[src/rtl/core/potc_pkg.sv]
// ----------------------------------------------------------------------------
// potc_pkg: shared types and constants of the periodic/one-shot timer table
// Opcodes, result kinds, cell commands and the control word of one slot.
// ----------------------------------------------------------------------------
package potc_pkg;

	localparam int unsigned HANDLE_W = 31;
	localparam int unsigned ACTION_W = 8;
	localparam int unsigned TICK_W   = 64;
	localparam int unsigned IVAL_W   = 32;

	localparam logic [HANDLE_W-1:0] HANDLE_MAX = 31'h7FFF_FFFF;

	typedef enum logic [1:0] {
		OP_TICK  = 2'd0,
		OP_REG   = 2'd1,
		OP_UNREG = 2'd2
	} op_t;

	typedef enum logic [1:0] {
		KIND_REPLY = 2'd0,
		KIND_FIRE  = 2'd1,
		KIND_END   = 2'd2
	} kind_t;

	typedef enum logic [1:0] {
		CELL_HOLD   = 2'd0,
		CELL_INSERT = 2'd1,
		CELL_ROTATE = 2'd2,
		CELL_DROP   = 2'd3
	} cell_op_t;

	typedef struct packed {
		cell_op_t            op;
		logic [HANDLE_W-1:0] target;
	} cell_cmd_t;

	typedef struct packed {
		logic                used;
		logic                active;
		logic                single;
		logic [HANDLE_W-1:0] handle;
		logic [ACTION_W-1:0] action;
	} slot_ctl_t;

	typedef struct packed {
		logic all_used;
		logic found;
	} chain_t;

endpackage

[src/rtl/core/potc_if.sv]
// ----------------------------------------------------------------------------
// potc_if: request and response channels of the timer table
// Valid/ready channels; a word moves when valid and ready are both high.
// ----------------------------------------------------------------------------
interface potc_req_if;
	logic        valid;
	logic        ready;
	logic [1:0]  op;
	logic [7:0]  callback_id;
	logic [31:0] interval;
	logic        oneshot;
	logic [30:0] target_handle;
	logic [63:0] tick_value;

	modport source (output valid, op, callback_id, interval, oneshot, target_handle,
		tick_value, input ready);
	modport sink (input valid, op, callback_id, interval, oneshot, target_handle,
		tick_value, output ready);
endinterface

interface potc_rsp_if;
	logic        valid;
	logic        ready;
	logic [1:0]  kind;
	logic        accepted;
	logic [30:0] handle;
	logic [7:0]  fired_callback;
	logic [63:0] fired_tick;
	logic        last;

	modport source (output valid, kind, accepted, handle, fired_callback, fired_tick,
		last, input ready);
	modport sink (input valid, kind, accepted, handle, fired_callback, fired_tick,
		last, output ready);
endinterface

[src/rtl/core/potc_cell.sv]
// ----------------------------------------------------------------------------
// potc_cell: one timer slot in the ordered chain
// Holds a slot; inserts from the newer neighbor, rotates from the older one,
// and deactivates itself on the newest handle match.
// ----------------------------------------------------------------------------
module potc_cell #(
	parameter int unsigned COUNT_WIDTH = 32
) (
	input  logic                   clk,
	input  logic                   arst_n,
	input  potc_pkg::cell_cmd_t    cmd,
	input  potc_pkg::slot_ctl_t    prev_ctl,
	input  logic [COUNT_WIDTH-1:0] prev_period,
	input  logic [COUNT_WIDTH-1:0] prev_left,
	input  potc_pkg::slot_ctl_t    next_ctl,
	input  logic [COUNT_WIDTH-1:0] next_period,
	input  logic [COUNT_WIDTH-1:0] next_left,
	input  potc_pkg::chain_t       chain_in,
	output potc_pkg::chain_t       chain_out,
	output potc_pkg::slot_ctl_t    ctl,
	output logic [COUNT_WIDTH-1:0] period,
	output logic [COUNT_WIDTH-1:0] left
);

	logic                             used_q;
	logic                             active_q;
	logic                             single_q;
	logic [potc_pkg::HANDLE_W-1:0]    handle_q;
	logic [potc_pkg::ACTION_W-1:0]    action_q;
	logic [COUNT_WIDTH-1:0]           period_q;
	logic [COUNT_WIDTH-1:0]           left_q;
	logic                             match;
	logic                             load_prev;
	logic                             load_next;

	assign match     = used_q && (handle_q == cmd.target);
	assign load_prev = (cmd.op == potc_pkg::CELL_INSERT) && chain_in.all_used;
	assign load_next = (cmd.op == potc_pkg::CELL_ROTATE);

	assign chain_out.all_used = chain_in.all_used && used_q;
	assign chain_out.found    = chain_in.found || match;

	always_ff @(posedge clk or negedge arst_n) begin
		if (!arst_n) begin
			used_q   <= 1'b0;
			active_q <= 1'b0;
		end else if (load_prev) begin
			used_q   <= prev_ctl.used;
			active_q <= prev_ctl.active;
		end else if (load_next) begin
			used_q   <= next_ctl.used;
			active_q <= next_ctl.active;
		end else if (cmd.op == potc_pkg::CELL_DROP && match && !chain_in.found) begin
			active_q <= 1'b0;
		end
	end

	always_ff @(posedge clk) begin
		if (load_prev) begin
			single_q <= prev_ctl.single;
			handle_q <= prev_ctl.handle;
			action_q <= prev_ctl.action;
			period_q <= prev_period;
			left_q   <= prev_left;
		end else if (load_next) begin
			single_q <= next_ctl.single;
			handle_q <= next_ctl.handle;
			action_q <= next_ctl.action;
			period_q <= next_period;
			left_q   <= next_left;
		end
	end

	assign ctl.used   = used_q;
	assign ctl.active = active_q;
	assign ctl.single = single_q;
	assign ctl.handle = handle_q;
	assign ctl.action = action_q;
	assign period     = period_q;
	assign left       = left_q;

endmodule

[src/rtl/core/periodic_oneshot_timer_table_core.sv]
// ----------------------------------------------------------------------------
// periodic_oneshot_timer_table_core: bounded table of periodic/one-shot timers
// Slots sit in a chain of cells ordered newest first; a tick rotates the chain
// once through a decrement unit at its head.
// ----------------------------------------------------------------------------
// A register or unregister word is handled in the idle state and leaves the block
// idle; a register answers with one reply word. A tick word rotates the slot
// chain once, one cell per cycle through the decrement unit at the head while
// the response side can take a word, emitting fire words in newest-first order,
// and then the end word. Only one word is in progress at a time.
module periodic_oneshot_timer_table_core #(
	parameter int unsigned SLOTS       = 16,
	parameter int unsigned COUNT_WIDTH = 32
) (
	input  logic         clk,
	input  logic         arst_n,
	potc_req_if.sink     req,
	potc_rsp_if.source   rsp
);

	localparam int unsigned STEP_W = (SLOTS > 1) ? $clog2(SLOTS) : 1;

	typedef enum logic [1:0] {
		S_IDLE,
		S_TICK,
		S_END
	} state_t;

	state_t                          state_q;
	logic [STEP_W-1:0]               step_q;
	logic [potc_pkg::HANDLE_W-1:0]   handle_q;
	logic [potc_pkg::TICK_W-1:0]     tick_q;

	logic                            out_vq;
	potc_pkg::kind_t                 out_kind_q;
	logic                            out_acc_q;
	logic [potc_pkg::HANDLE_W-1:0]   out_handle_q;
	logic [potc_pkg::ACTION_W-1:0]   out_cb_q;
	logic [potc_pkg::TICK_W-1:0]     out_tick_q;
	logic                            out_last_q;

	potc_pkg::slot_ctl_t             ctl_w    [SLOTS];
	logic [COUNT_WIDTH-1:0]          period_w [SLOTS];
	logic [COUNT_WIDTH-1:0]          left_w   [SLOTS];
	potc_pkg::slot_ctl_t             pctl_w   [SLOTS];
	logic [COUNT_WIDTH-1:0]          pper_w   [SLOTS];
	logic [COUNT_WIDTH-1:0]          pleft_w  [SLOTS];
	potc_pkg::slot_ctl_t             nctl_w   [SLOTS];
	logic [COUNT_WIDTH-1:0]          nper_w   [SLOTS];
	logic [COUNT_WIDTH-1:0]          nleft_w  [SLOTS];
	potc_pkg::chain_t                chain_w  [SLOTS+1];

	potc_pkg::cell_cmd_t             cmd;
	potc_pkg::slot_ctl_t             new_ctl;
	logic [COUNT_WIDTH-1:0]          new_count;
	potc_pkg::slot_ctl_t             head_ctl;
	logic [COUNT_WIDTH-1:0]          head_left;
	logic [COUNT_WIDTH-1:0]          head_dec;
	logic                            head_fire;
	logic                            can_emit;
	logic                            in_fire;
	logic                            reg_ok;
	logic                            emit;
	potc_pkg::kind_t                 e_kind;
	logic                            e_acc;
	logic [potc_pkg::HANDLE_W-1:0]   e_handle;
	logic [potc_pkg::ACTION_W-1:0]   e_cb;
	logic [potc_pkg::TICK_W-1:0]     e_tick;
	logic                            e_last;

	assign can_emit  = !out_vq || rsp.ready;
	assign req.ready = (state_q == S_IDLE) && can_emit;
	assign in_fire   = req.valid && req.ready;

	generate
		if (COUNT_WIDTH >= potc_pkg::IVAL_W) begin : g_wide
			assign new_count = COUNT_WIDTH'(req.interval);
		end else begin : g_narrow
			assign new_count = (|req.interval[potc_pkg::IVAL_W-1:COUNT_WIDTH]) ?
				{COUNT_WIDTH{1'b1}} : req.interval[COUNT_WIDTH-1:0];
		end
	endgenerate

	assign new_ctl.used   = 1'b1;
	assign new_ctl.active = 1'b1;
	assign new_ctl.single = req.oneshot;
	assign new_ctl.handle = handle_q;
	assign new_ctl.action = req.callback_id;

	assign reg_ok = (req.callback_id != '0) && (req.interval != '0)
		&& !chain_w[SLOTS].all_used;

	// Head of the chain: decrement, fire, reload or retire.
	assign head_dec  = left_w[0] - COUNT_WIDTH'(1);
	assign head_fire = ctl_w[0].used && ctl_w[0].active && (head_dec == '0);

	always_comb begin
		head_ctl  = ctl_w[0];
		head_left = left_w[0];
		if (ctl_w[0].active) begin
			head_left = head_fire ? period_w[0] : head_dec;
			if (head_fire && ctl_w[0].single) begin
				head_ctl.active = 1'b0;
			end
		end
		head_ctl.used = ctl_w[0].used && head_ctl.active;
	end

	always_comb begin
		cmd.op     = potc_pkg::CELL_HOLD;
		cmd.target = req.target_handle;
		if (in_fire && req.op == potc_pkg::OP_REG && reg_ok) begin
			cmd.op = potc_pkg::CELL_INSERT;
		end else if (in_fire && req.op == potc_pkg::OP_UNREG && req.target_handle != '0) begin
			cmd.op = potc_pkg::CELL_DROP;
		end else if (state_q == S_TICK && can_emit) begin
			cmd.op = potc_pkg::CELL_ROTATE;
		end
	end

	assign chain_w[0].all_used = 1'b1;
	assign chain_w[0].found    = 1'b0;

	generate
		for (genvar k = 0; k < SLOTS; k++) begin : g_cell
			if (k == 0) begin : g_head
				assign pctl_w[k]  = new_ctl;
				assign pper_w[k]  = new_count;
				assign pleft_w[k] = new_count;
			end else begin : g_mid
				assign pctl_w[k]  = ctl_w[k-1];
				assign pper_w[k]  = period_w[k-1];
				assign pleft_w[k] = left_w[k-1];
			end
			if (k == SLOTS - 1) begin : g_tail
				assign nctl_w[k]  = head_ctl;
				assign nper_w[k]  = period_w[0];
				assign nleft_w[k] = head_left;
			end else begin : g_body
				assign nctl_w[k]  = ctl_w[k+1];
				assign nper_w[k]  = period_w[k+1];
				assign nleft_w[k] = left_w[k+1];
			end
			potc_cell #(
				.COUNT_WIDTH (COUNT_WIDTH)
			) u_cell (
				.clk         (clk),
				.arst_n      (arst_n),
				.cmd         (cmd),
				.prev_ctl    (pctl_w[k]),
				.prev_period (pper_w[k]),
				.prev_left   (pleft_w[k]),
				.next_ctl    (nctl_w[k]),
				.next_period (nper_w[k]),
				.next_left   (nleft_w[k]),
				.chain_in    (chain_w[k]),
				.chain_out   (chain_w[k+1]),
				.ctl         (ctl_w[k]),
				.period      (period_w[k]),
				.left        (left_w[k])
			);
		end
	endgenerate

	always_comb begin
		emit     = 1'b0;
		e_kind   = potc_pkg::KIND_REPLY;
		e_acc    = 1'b0;
		e_handle = '0;
		e_cb     = '0;
		e_tick   = '0;
		e_last   = 1'b1;
		case (state_q)
			S_IDLE: begin
				if (in_fire && req.op == potc_pkg::OP_REG) begin
					emit     = 1'b1;
					e_acc    = reg_ok;
					e_handle = reg_ok ? handle_q : '0;
				end
			end
			S_TICK: begin
				if (can_emit && head_fire) begin
					emit     = 1'b1;
					e_kind   = potc_pkg::KIND_FIRE;
					e_handle = ctl_w[0].handle;
					e_cb     = ctl_w[0].action;
					e_tick   = tick_q;
					e_last   = 1'b0;
				end
			end
			S_END: begin
				if (can_emit) begin
					emit   = 1'b1;
					e_kind = potc_pkg::KIND_END;
				end
			end
			default: begin
				emit = 1'b0;
			end
		endcase
	end

	always_ff @(posedge clk or negedge arst_n) begin
		if (!arst_n) begin
			state_q  <= S_IDLE;
			step_q   <= '0;
			handle_q <= potc_pkg::HANDLE_W'(1);
			out_vq   <= 1'b0;
		end else begin
			if (emit) begin
				out_vq <= 1'b1;
			end else if (rsp.ready) begin
				out_vq <= 1'b0;
			end
			case (state_q)
				S_IDLE: begin
					if (in_fire && req.op == potc_pkg::OP_TICK) begin
						state_q <= S_TICK;
						step_q  <= '0;
					end
					if (in_fire && req.op == potc_pkg::OP_REG && reg_ok) begin
						handle_q <= (handle_q == potc_pkg::HANDLE_MAX) ?
							potc_pkg::HANDLE_W'(1) : handle_q + potc_pkg::HANDLE_W'(1);
					end
				end
				S_TICK: begin
					if (can_emit) begin
						step_q <= step_q + STEP_W'(1);
						if (step_q == STEP_W'(SLOTS - 1)) begin
							state_q <= S_END;
						end
					end
				end
				S_END: begin
					if (can_emit) begin
						state_q <= S_IDLE;
					end
				end
				default: begin
					state_q <= S_IDLE;
				end
			endcase
		end
	end

	always_ff @(posedge clk) begin
		if (in_fire && req.op == potc_pkg::OP_TICK) begin
			tick_q <= req.tick_value;
		end
		if (emit) begin
			out_kind_q   <= e_kind;
			out_acc_q    <= e_acc;
			out_handle_q <= e_handle;
			out_cb_q     <= e_cb;
			out_tick_q   <= e_tick;
			out_last_q   <= e_last;
		end
	end

	assign rsp.valid          = out_vq;
	assign rsp.kind           = out_kind_q;
	assign rsp.accepted       = out_acc_q;
	assign rsp.handle         = out_handle_q;
	assign rsp.fired_callback = out_cb_q;
	assign rsp.fired_tick     = out_tick_q;
	assign rsp.last           = out_last_q;

	assert property (@(posedge clk) disable iff (!arst_n)
		handle_q != '0)
		else $error("handle counter reached zero");

	assert property (@(posedge clk) disable iff (!arst_n)
		(in_fire && req.op == potc_pkg::OP_TICK) |=> (state_q == S_TICK && step_q == '0))
		else $error("tick word did not start a rotation");

	assert property (@(posedge clk) disable iff (!arst_n)
		(state_q == S_END) |-> ($past(state_q) == S_TICK || $past(state_q) == S_END))
		else $error("end of tick reached without a rotation");

	assert property (@(posedge clk) disable iff (!arst_n)
		(cmd.op == potc_pkg::CELL_INSERT) |=> (ctl_w[0].used && ctl_w[0].active
			&& ctl_w[0].handle == $past(handle_q)))
		else $error("inserted slot missing at chain head");

	assert property (@(posedge clk) disable iff (!arst_n)
		(emit && e_kind == potc_pkg::KIND_REPLY && e_acc) |=> (handle_q != $past(handle_q)))
		else $error("handle counter did not advance on accepted register");

endmodule
[src/flat_wrapper.sv]
// flat-port wrapper written by rule: the top's interface ports become plain ports
module periodic_oneshot_timer_table_core_flat 
#(
	parameter int unsigned SLOTS       = 16,
	parameter int unsigned COUNT_WIDTH = 32
)
  (clk, arst_n, req_valid, req_op, req_callback_id, req_interval, req_oneshot, req_target_handle, req_tick_value, req_ready, rsp_valid, rsp_kind, rsp_accepted, rsp_handle, rsp_fired_callback, rsp_fired_tick, rsp_last, rsp_ready);
  potc_req_if req_i ();
  potc_rsp_if rsp_i ();
  input  logic clk;
  input  logic arst_n;
  input wire logic [$bits(req_i.valid)-1:0] req_valid;
  input wire logic [$bits(req_i.op)-1:0] req_op;
  input wire logic [$bits(req_i.callback_id)-1:0] req_callback_id;
  input wire logic [$bits(req_i.interval)-1:0] req_interval;
  input wire logic [$bits(req_i.oneshot)-1:0] req_oneshot;
  input wire logic [$bits(req_i.target_handle)-1:0] req_target_handle;
  input wire logic [$bits(req_i.tick_value)-1:0] req_tick_value;
  output wire logic [$bits(req_i.ready)-1:0] req_ready;
  output wire logic [$bits(rsp_i.valid)-1:0] rsp_valid;
  output wire logic [$bits(rsp_i.kind)-1:0] rsp_kind;
  output wire logic [$bits(rsp_i.accepted)-1:0] rsp_accepted;
  output wire logic [$bits(rsp_i.handle)-1:0] rsp_handle;
  output wire logic [$bits(rsp_i.fired_callback)-1:0] rsp_fired_callback;
  output wire logic [$bits(rsp_i.fired_tick)-1:0] rsp_fired_tick;
  output wire logic [$bits(rsp_i.last)-1:0] rsp_last;
  input wire logic [$bits(rsp_i.ready)-1:0] rsp_ready;
  assign req_i.valid = req_valid;
  assign req_i.op = req_op;
  assign req_i.callback_id = req_callback_id;
  assign req_i.interval = req_interval;
  assign req_i.oneshot = req_oneshot;
  assign req_i.target_handle = req_target_handle;
  assign req_i.tick_value = req_tick_value;
  assign req_ready = req_i.ready;
  assign rsp_valid = rsp_i.valid;
  assign rsp_kind = rsp_i.kind;
  assign rsp_accepted = rsp_i.accepted;
  assign rsp_handle = rsp_i.handle;
  assign rsp_fired_callback = rsp_i.fired_callback;
  assign rsp_fired_tick = rsp_i.fired_tick;
  assign rsp_last = rsp_i.last;
  assign rsp_i.ready = rsp_ready;
  periodic_oneshot_timer_table_core #(.SLOTS(SLOTS), .COUNT_WIDTH(COUNT_WIDTH)) u_core (.clk(clk), .arst_n(arst_n), .req(req_i), .rsp(rsp_i));
endmodule
[config.mk]
export PLATFORM = sky130hd
export DESIGN_NAME = periodic_oneshot_timer_table_core_flat
export DESIGN_NICKNAME = d
export VERILOG_FILES = /design/src/rtl/core/potc_pkg.sv /design/src/rtl/core/potc_if.sv /design/src/rtl/core/potc_cell.sv /design/src/rtl/core/periodic_oneshot_timer_table_core.sv /design/src/flat_wrapper.sv
export SDC_FILE = /design/constraint.sdc
export NUM_CORES = 2
export LEC_CHECK = 0
export BUFFER_PORTS_ARGS = -buffer_cell sky130_fd_sc_hd__buf_4
export CAP_MARGIN = 25
export CORE_UTILIZATION = 48
export CTS_BUF_LIST = sky130_fd_sc_hd__clkbuf_16
export DETAILED_ROUTE_END_ITERATION = 10
export PLACE_DENSITY = 0.69
export SLEW_MARGIN = 20
export SYNTH_ARGS = -nofsm -noshare
export SYNTH_HDL_FRONTEND = slang
export SYNTH_SLANG_ARGS = --single-unit
[constraint.sdc]
create_clock -name clk -period 9.5 [get_ports clk]
set_clock_uncertainty 0.1 [all_clocks]
set_input_delay 2.375 -clock clk [delete_from_list [all_inputs] [get_ports clk]]
set_output_delay 2.375 -clock clk [all_outputs]
set_load 0.05 [all_outputs]
==> flow_summary.yaml <==
worst_hold_path:
  whs_endpoint: "u_core.g_cell[14].u_cell.left[17]"
  hold_depth: 2
  min_from: "u_core.g_cell[15].u_cell.left[17]"
  hp-class: "reg2reg"
synthesis:
  yosys.area_share.adder_pct: 0.1157
  async_flop_share_pct: 3.675
  ys_types: 72
  synth_top_family_by_area: "simple AND/OR/NAND/NOR gates"
  yosysTopAreaCell: "edfxtp_1"
  syn-instance-count: 7153
  synth-compound-area-share_pct: 1.303
  synth.mux.area_fraction_pct: 9.459
  synthFlopType: "edfxtp_1"
  synth_edf_count: 1835
  ys_seq_area_share_pct: 65.73
  netlist_area_um2: 86500
  syn_avg_cell_area_um2: 12.09
  synthTopCellsByArea: "edfxtp_1, nand2_1, mux2_2"
  yosysWarnings: 0
  synth_seq_cells: 1905
  synth_xor_area_share_pct: 5.429
  synthSimpleGateAreaFrac_pct: 16.04
  synth_nets: 7303
  synth_top_area_share_pct: 63.71
global_route:
  grt_pass1_vias: 57170
  antenna_found_initial: 1
  grt_pass1_wl_um: 394200
  globalRouteOverflowTotal: 0
  grt_max_degree: 108
  grt_usage_pct: 29.68
timing:
  setup_violations: 0
  tightestPinTransition_ns: 1.111
  slew_headroom_pct: 25.94
  fin_setup_tns_ns: 0
  period_needed_ns: 7.169
  hold_violations: 0
  clock.fmax_mhz: 139.5
  rsz0062_at_grt: "no"
  period_share_pct: 75.46
  whs_ns: 0.3955
  drv_slew: 0
run_status:
  status: "completed"
critical_path:
  r2r_slack_ns: 3.08
  cp-end-kind: "register"
  crit_start: "rsp_ready"
  worstReg2RegEnd: "u_core.g_cell[6].u_cell.period[11]"
  required_ns: 9.88
  crit_chain: "buf_4 -> nor2b_1 -> nor4b_2 -> buf_4 -> o211ai_1 -> buf_4 -> or2_4 -> inv_4 -> and3_4 -> and2_4 -> nand2_4 -> nand2_4 -> buf_4"
  r2r-start: "u_core.state_q[0]"
  crit_slowest_cell: "and3_4"
  ff2ff_path_depth: 14
  critical_path.max_fanout: 63
  start_kind: "input port"
  crit_arrival_ns: 7.55
  crit_top_cell: "buf_4"
  crit_type: "in2reg"
  cpPeakStageDelay_ns: 0.86
floorplanning:
  start_util_pct: 48.37
  dieArea_um2: 181900
  dieHeight_um: 426.5
  die_width_um: 426.5
  fp.coreArea_um2: 178800
  io_pins: 251
  rows: 155
placement:
  gp_congestion: 0.9514
  portBuffers: 250
  hpwl_um: 170800
  placed_cell_area_um2: 91110
detailed_routing:
  route.met3.wl_um: 28390
  highest_layer: "met5"
  vias: 59350
  vias_per_cell: 6.045
  routed_wl_um: 274000
  drtAntennaViolNets: 0
  drtIter0Drc: 7545
  drt_first_pass_iters: 8
  wl_per_cell_um: 27.91
  drt-met1-wl_um: 106400
  wl_met2_um: 124800
  drc: 0
cts:
  cts-root-buf: "clkbuf_16"
  clk_pin_slew_worst_paths_ns: 0.07
  htree_levels: 4
  ctsResizeCount: 0
  clock_path_buffers: 3
  cts.sinks: 1905
  cts_tree: "done"
  cts_setup_buffers: 0
  numCtsBuffers: 195
  cts_hold_buf: 0
  insertion_delay_ns: 0.86
final_layout:
  final_cell_area_um2: 97220
  n_fill_cell: 14920
  nets: 7445
  syn2layout_area_growth_pct: 12.40
  drive_gt1_share_pct: 18.51
pwr:
  irDropWorstVdd_uv: 301.9
  pwr_density_cell_nw_per_um2: 316.1
  power_leakage_nw: 37.30
run:
  drv_cap: 0
[flip-flops by register name, summed over array words and instances, names as in the netlist]
signal                         cells
u_core.step_q                      4
u_core.rsp.fired_tick             64
u_core.g_cell.u_cell.action_q    128
u_core.g_cell.u_cell.single_q     16
u_core.rsp.handle                 31
u_core.g_cell.u_cell.left        512
u_core.rsp.accepted                1
u_core.g_cell.u_cell.period      512
u_core.rsp.kind                    2
u_core.handle_q                   31
u_core.rsp.fired_callback          8
u_core.tick_q                     64
u_core.g_cell.u_cell.used_q       16
u_core.rsp.last                    1
u_core.g_cell.u_cell.active_q     16
u_core.rsp.valid                   1
u_core.state_q                     2
u_core.g_cell.u_cell.handle_q    496
[synthesized netlist by cell type, drive strengths merged, types with 4 or more instances]
library cell	count
and2	7
nor4	85
nand2	2857
xnor2	462
buf	90
nor4b	4
ha	8
o21ai	52
a21o	4
a21oi	45
edfxtp	1835
and3	91
nor3b	7
a2111oi	6
a32oi	4
o31ai	8
or4	7
a211oi	6
nor2	84
and4	5
clkbuf	307
dfrtp	69
nand3	43
or3	6
or2	6
nand4	146
inv	22
o211ai	11
a22oi	7
mux2i	4
nand2b	6
nor3	20
xor2	72
mux2	723
[routing by layer]
layer / up-vias / global-route usage, %
li1: 25210 / -
met1: 29820 / 40.33
met2: 3634 / 45.87
met3: 690 / 6.054
met4: 2 / 13.72
met5: - / 0
[layout by cell type (no fill, tap or decap), drive strengths merged, types with 7 or more instances in the layout]
| cell type | instances |
|---|---|
| xnor2 | 462 |
| clkbuf | 197 |
| clkinv | 86 |
| nand2 | 2857 |
| inv | 90 |
| nand3 | 43 |
| nor3b | 7 |
| or4 | 7 |
| buf | 342 |
| xor2 | 72 |
| a21oi | 45 |
| a22oi | 7 |
| nor2 | 84 |
| ha | 8 |
| and3 | 91 |
| o21ai | 52 |
| edfxtp | 1835 |
| o211ai | 11 |
| dfrtp | 69 |
| bufinv | 11 |
| o31ai | 8 |
| nor3 | 20 |
| and2 | 7 |
| nand4 | 146 |
| mux2 | 723 |
| nor4 | 85 |
[worst max-delay path by stage]
stage | to | slack [ns]
2_1_floorplan | u_core.rsp.accepted | 0.25
3_3_place_gp | u_core.g_cell[6].u_cell.left[4] | 1.60
3_5_place_dp | u_core.g_cell[6].u_cell.period[11] | 1.50
4_1_cts | u_core.g_cell[6].u_cell.left[7] | 2.40
5_1_grt | u_core.g_cell[6].u_cell.left[8] | 2.26
6_report | u_core.g_cell[6].u_cell.period[11] | 2.33
[final cells by class]
cell class	instances	area, µm²	share of cell area [%]
tap	2355	2947	3.031
timing repair buffer	342	2952	3.036
clock buffer	197	4930	5.071
antenna	2	5.005	0.005148
clock inverter	166	1147	1.180
sequential	1905	56860	58.48
multi-input combinational	4828	28300	29.10
inverter	23	88.84	0.09137
[power by group]
group          switching, mW  internal [mW]
Sequential              2.81           13.9
Clock                   3.36           4.06
Combinational           4.21           2.39
Total                   10.4           20.4
[metrics by stage]
stage / instances / utilization (%) / worst slack [ns] / power [mW]
after CTS: 9815 / 54.36 / 2.404 / 30.57
after global routing: 9816 / 54.37 / 2.258 / 31.81
after floorplan: 7153 / - / 0.2473 / 19.95
final: 9818 / 54.37 / 2.331 / 30.73
after global placement: 9449 / 50.93 / 1.597 / 22.91
after detailed placement: 9452 / 50.96 / 1.502 / 23.20
[critical path: cells and delay by family]
| kind | cells | cell delay [ns] |
|---|---|---|
| buf+inv | 5 | 1.70 |
| simple gates | 7 | 3.04 |
| compound gates | 1 | 0.28 |
[cell families after synthesis]
group / after synthesis
buf+inv: 420
mux: 727
simple gates: 3384
compound gates: 175
xor+xnor: 534
flops: 1905
fa+ha+maj: 8
Note: power is estimated with default switching activity, not from simulation.
